==> src/rtl/nnps_pkg.sv <==
// ----------------------------------------------------------------------------
// nnps_pkg
// Types, constants and helpers of the nearest-neighbor plane scaler.
// ----------------------------------------------------------------------------
package nnps_pkg;

    // Parameter defaults
    localparam int FRAME_PIXELS_DEF = 262144;
    localparam int SCALE_BASE_DEF   = 1588635683;

    // Field widths
    localparam int PIX_W       = 8;
    localparam int SRC_SIZE_W  = 13;
    localparam int DST_SIZE_W  = 14;
    localparam int POS_W       = 13;
    localparam int SIDX_W      = 12;
    localparam int ADDR_FULL_W = 25;
    localparam int CFG_IDX_W   = 2;
    localparam int CFG_DATA_W  = 14;
    localparam int M_TDATA_W   = 40;

    // Size limits
    localparam logic [SRC_SIZE_W-1:0] SRC_MAX = 13'd4096;
    localparam logic [DST_SIZE_W-1:0] DST_MAX = 14'd8192;

    // Request kinds (tuser)
    localparam logic REQ_LOAD  = 1'b0;
    localparam logic REQ_FETCH = 1'b1;

    // Register indexes
    localparam logic [CFG_IDX_W-1:0] CFG_SRC_WIDTH  = 2'd0;
    localparam logic [CFG_IDX_W-1:0] CFG_SRC_HEIGHT = 2'd1;
    localparam logic [CFG_IDX_W-1:0] CFG_DST_WIDTH  = 2'd2;
    localparam logic [CFG_IDX_W-1:0] CFG_DST_HEIGHT = 2'd3;

    // Step select: source width, source height, destination width, height
    localparam logic [1:0] SEL_SW = 2'd0;
    localparam logic [1:0] SEL_SH = 2'd1;
    localparam logic [1:0] SEL_DW = 2'd2;
    localparam logic [1:0] SEL_DH = 2'd3;

    // Controller to datapath commands
    typedef struct packed {
        logic       ld_write;    // load transaction accepted
        logic       fetch_start; // fetch accepted: wrap stale counters
        logic       div_start;   // launch the divider
        logic       div_store;   // capture the quotient
        logic       step_mode;   // 1: step division, 0: axis mapping
        logic [1:0] sel;         // step index or axis (bit 0: 0 col, 1 row)
        logic       steps_set;   // cached steps are valid
        logic       mul_en;      // product of (pos+1) and destination step
        logic       addr_en;     // form the store address
        logic       rd_en;       // read the store
        logic       out_load;    // load the output register
    } t_cmd;

    // Datapath to controller status
    typedef struct packed {
        logic div_done;
        logic steps_ok;
        logic out_free;
    } t_status;

    // Source size as used: zero reads as one, large values saturate
    function automatic logic [SRC_SIZE_W-1:0] clamp_src(input logic [SRC_SIZE_W-1:0] v);
        logic [SRC_SIZE_W-1:0] r;
        r = v;
        if (v == '0) begin
            r = SRC_SIZE_W'(1);
        end else if (v > SRC_MAX) begin
            r = SRC_MAX;
        end
        return r;
    endfunction

    // Destination size as used
    function automatic logic [DST_SIZE_W-1:0] clamp_dst(input logic [DST_SIZE_W-1:0] v);
        logic [DST_SIZE_W-1:0] r;
        r = v;
        if (v == '0) begin
            r = DST_SIZE_W'(1);
        end else if (v > DST_MAX) begin
            r = DST_MAX;
        end
        return r;
    endfunction

endpackage

==> src/rtl/nnps_ctrl.sv <==
// ----------------------------------------------------------------------------
// nnps_ctrl
// Sequencer of the scaler: accepts transactions and steps a fetch through
// step division if needed, two mapping divisions, address, store read, output.
// ----------------------------------------------------------------------------
module nnps_ctrl
    import nnps_pkg::*;
(
    input  logic    i_clk,
    input  logic    i_rst_n,
    input  logic    i_valid,
    input  logic    i_req_type,
    output logic    o_ready,
    input  t_status i_status,
    output t_cmd    o_cmd
);

    localparam logic [3:0] S_IDLE  = 4'd0;
    localparam logic [3:0] S_SDIV  = 4'd1;
    localparam logic [3:0] S_SWAIT = 4'd2;
    localparam logic [3:0] S_MUL   = 4'd3;
    localparam logic [3:0] S_DIV   = 4'd4;
    localparam logic [3:0] S_DWAIT = 4'd5;
    localparam logic [3:0] S_ADDR  = 4'd6;
    localparam logic [3:0] S_READ  = 4'd7;
    localparam logic [3:0] S_OUT   = 4'd8;

    logic [3:0] r_state, n_state;
    logic [1:0] r_sel, n_sel;

    // Next state and commands
    always_comb begin
        n_state = r_state;
        n_sel   = r_sel;
        o_cmd   = '0;
        o_cmd.sel = r_sel;
        unique case (r_state)
            S_IDLE: begin
                if (i_valid) begin
                    if (i_req_type == REQ_LOAD) begin
                        o_cmd.ld_write = 1'b1;
                    end else begin
                        o_cmd.fetch_start = 1'b1;
                        n_sel   = 2'd0;
                        n_state = i_status.steps_ok ? S_MUL : S_SDIV;
                    end
                end
            end
            S_SDIV: begin
                o_cmd.div_start = 1'b1;
                o_cmd.step_mode = 1'b1;
                n_state = S_SWAIT;
            end
            S_SWAIT: begin
                o_cmd.step_mode = 1'b1;
                if (i_status.div_done) begin
                    o_cmd.div_store = 1'b1;
                    if (r_sel == SEL_DH) begin
                        o_cmd.steps_set = 1'b1;
                        n_sel   = 2'd0;
                        n_state = S_MUL;
                    end else begin
                        n_sel   = r_sel + 2'd1;
                        n_state = S_SDIV;
                    end
                end
            end
            S_MUL: begin
                o_cmd.mul_en = 1'b1;
                n_state = S_DIV;
            end
            S_DIV: begin
                o_cmd.div_start = 1'b1;
                n_state = S_DWAIT;
            end
            S_DWAIT: begin
                if (i_status.div_done) begin
                    o_cmd.div_store = 1'b1;
                    if (r_sel[0]) begin
                        n_sel   = 2'd0;
                        n_state = S_ADDR;
                    end else begin
                        n_sel   = 2'd1;
                        n_state = S_MUL;
                    end
                end
            end
            S_ADDR: begin
                o_cmd.addr_en = 1'b1;
                n_state = S_READ;
            end
            S_READ: begin
                o_cmd.rd_en = 1'b1;
                n_state = S_OUT;
            end
            S_OUT: begin
                if (i_status.out_free) begin
                    o_cmd.out_load = 1'b1;
                    n_state = S_IDLE;
                end
            end
            default: begin
                n_state = S_IDLE;
            end
        endcase
    end

    always_ff @(posedge i_clk) begin
        if (!i_rst_n) begin
            r_state <= S_IDLE;
            r_sel   <= '0;
        end else begin
            r_state <= n_state;
            r_sel   <= n_sel;
        end
    end

    assign o_ready = (r_state == S_IDLE);

endmodule

==> config.mk <==
export PLATFORM = sky130hd
export DESIGN_NAME = nnps_ctrl
export DESIGN_NICKNAME = d
export VERILOG_FILES = /design/src/rtl/nnps_pkg.sv /design/src/rtl/nnps_ctrl.sv
export SDC_FILE = /design/constraint.sdc
export NUM_CORES = 1
export LEC_CHECK = 0
export BUFFER_PORTS_ARGS = -buffer_cell sky130_fd_sc_hd__buf_2
export CORE_MARGIN = 4
export CORE_UTILIZATION = 25
export CTS_CLUSTER_SIZE = 40
export DETAILED_ROUTE_END_ITERATION = 8
export PLACE_DENSITY = 0.57
export SKIP_CTS_REPAIR_TIMING = 1
export SKIP_LAST_GASP = 1
export SLEW_MARGIN = 20
export SYNTH_ARGS = -nofsm -noshare
export SYNTH_HDL_FRONTEND = slang
export SYNTH_SLANG_ARGS = --single-unit
==> constraint.sdc <==
create_clock -name i_clk -period 1.85 [get_ports i_clk]
set_clock_uncertainty 0.2 [all_clocks]
set_input_delay 0.37 -clock i_clk [delete_from_list [all_inputs] [get_ports i_clk]]
set_output_delay 0.37 -clock i_clk [all_outputs]
set_load 0.01 [all_outputs]
==> summary.txt <==
post-detailed-placement half-perimeter wirelength - 1099 um
Worst Tran Pin Value - 0.3747 ns
Final Cycle Share - 100.2%
Die W - 53.41 um
Die Area - 2853 sq um
Final min period - 1.855 ns
antenna violations before repair - 0
crit path DAT - 1.28 ns
CP max stage delay - 0.36 ns
Final ANT Viol Nets - 0
WP data required - 1.28 ns
worst vdd ir - 0.4743 mV
Clock Latency Late Sink - 0.24 ns
Yosys cell types - 34
CP Capture Point - o_cmd[10]
first-pass GRT wire length - 2007 um
share of cells above drive strength 1 - 47.37%
Total Power - 0.001145 W
critical path depth in cells - 3
Buf+Inv Stages, Crit Path - 1
Setup crit start - r_state[3]
Worst Path Max Fanout - 4
RSZ-0062 raised after global routing - yes
Reg2Reg Depth - 4
gp weighted congestion - 0.9234
Routed Wire Length - 1405 um
Leak - 0.3955 nW
Top delay family on crit path - simple AND/OR/NAND/NOR gates
Syn. warnings - 0
IO Pins - 20
synthesized area - 515.5 sq um
r2r endpoint - r_state[1]
TritonCTS clock tree - yes
Sink Count - 6
IO buf count - 19
Highest Clock Rate - 539.2 MHz
Clock Pin Slew Worst Setup and Hold Paths - 0.04 ns
fin. max-slew vios - 0
Yosys top cell area share - 23.30%
area grow syn2layout - 53.64%
root buf cell - clkbuf_4
vias in the first global route - 482
post-synthesis sequential area ratio - 23.30%
Final Util - 40.37%
Hold Path Origin - i_rst_n
slowest CP cell - dfxtp_4
register area - 135.1 sq um
RR Startpoint - r_state[2]
Max Cap Viol - 0
routed via count - 566
overall routing resource usage - 10.10%
drt pass-1 iters - 4
syn nets - 77
WL/cell - 11.52 um
H-Tree Depth - 1
multi-input logic area - 395.4 sq um
Cell Pwr Density - 1446 nW/um^2
Avg Inst Size Synth - 7.471 sq um
status - complete, but fails checks
Max clock buf depth - 2
CP Class - register to output port
DIE HEIGHT - 53.41 um
vias per cell - 4.639
Yosys reg bits - 6
worst reg-to-reg setup slack - 0.30 ns
largest net degree at the start of global routing - 12
Post-layout nets - 105
Rows - 16
CTS Buf Count - 3
DR DRC count - 0
FILL cells - 227
Slew HR - 74.70%
setup violators final - 2
leading area contributor after synthesis - dfxtp_1
total grt overflow - 0
worst setup margin - -0.004578 ns
crit path launch type - register
CP endpoint kind - output port
crit path cell chain - nor4_4, and3_4, buf_6
failing checks - setup timing
1st-iter DRT viols - 7
final-report hold violation count - 0
initial core utilization - 26.28%
antenna cell count - 0
core area - 1962 sq um
Post-Syn Instances - 69
Tightest Hold Check Type - primary input to register
top cells by area, synth - dfxtp_1 (23%), nand2_1 (6.6%), mux2i_1 (5.8%)
## layout make-up
| class | count | share of cell area, % |
|---|---|---|
| clock buffers | 3 | 2.844 |
| inverters | 4 | 1.896 |
| multi-input cells | 54 | 49.92 |
| flip-flops and latches | 6 | 17.06 |
| well taps | 27 | 4.265 |
| repair buffers | 28 | 24.01 |
## cells in the mapped netlist
cell type and number:
buf_6 1, nor2b_1 3, ha_1 1, o31a_1 1, o311ai_0 1, and3b_2 1
clkbuf_1 1, and3_1 4, and3_2 1, o21ai_2 1, nand3_1 1, nor2_1 7
o2111ai_2 1, inv_1 4, a21oi_1 1, or3b_1 1, o211a_1 1, nor3b_1 1
dfxtp_1 6, a31oi_1 1, o211a_2 1, nor3_1 3, o21a_1 1, nor4_2 1
o21ai_0 2, o22ai_1 2, buf_2 2, xnor2_1 2, and2_1 1, nand4_1 1
nand2_2 1, nand2_1 9, mux2i_1 3, buf_1 1
## worst register-to-register path, cell delays in order, from the launching register on
cell	delay, ns
dfxtp_4	0.37
and3b_2	0.25
o21ai_2	0.21
o211a_2	0.25
mux2i_1	0.18
## cells by family after synthesis
group                      after synthesis  synth area share (%)
xor gates and xnor gates                 2                 3.399
AOI/OAI and AO/OA                       13                 19.90
muxes                                    3                 5.825
and+or+nand+nor                         35                 36.65
DFF                                      6                 23.30
buffers and inverters                    9                 8.493
adders and majority gates                1                 2.427
## worst min-delay path by stage
stage / end / slack [ns] / cells past startpoint
after global routing: r_state[3] / 0.22 / 2
after CTS: r_state[3] / 0.21 / 2
after detailed placement: r_sel[1] / 0.28 / 2
final: r_state[3] / 0.21 / 2
after floorplan: r_sel[1] / 0.30 / 2
after global placement: r_sel[1] / 0.27 / 2
## flip-flops by register name, indices dropped and copies added, names as in the netlist
register	count
r_state	4
r_sel	2
## layout by cell type, fill, tap and decap left out, types with 2 or more instances in the layout
cell,count
and3_1,4
clkbuf_4,3
dfxtp_4,4
buf_4,6
nand2_1,9
nor2_1,7
buf_6,2
nor2b_1,2
mux2i_1,3
dfxtp_1,2
buf_2,18
o21ai_0,2
nor3_1,2
inv_1,4
o22ai_1,2
## metal layers
layer	share of wire [%]	vias to the layer above	track usage, %
li1	-	299	-
met1	42	247	11.00
met2	50	16	16.33
met3	5.1	4	1.690
met4	2.6	0	9.362
met5	0	-	0
## metrics by stage
stage / instance area [sq um] / worst slack (ns) / TNS [ns] / cells / hold slack, ns
final: 792.0 / -0.004578 / -0.006694 / 122 / 0.2136
after global routing: 792.0 / -0.07692 / -0.2170 / 122 / 0.2164
after CTS: 695.7 / -0.1613 / -0.6888 / 119 / 0.2148
after detailed placement: 673.1 / 0.1108 / 0 / 116 / 0.2819
after global placement: 673.1 / 0.1096 / 0 / 116 / 0.2692
after floorplan: 515.5 / 0.1605 / 0 / 69 / 0.2977
## where the power goes
group	internal, W	switching [W]	total (W)
clock	0.0000731	0.0000438	0.000117
sequential	0.000180	0.0000796	0.000260
combinational	0.000414	0.000354	0.000769
(Power assumes the default switching activity.)
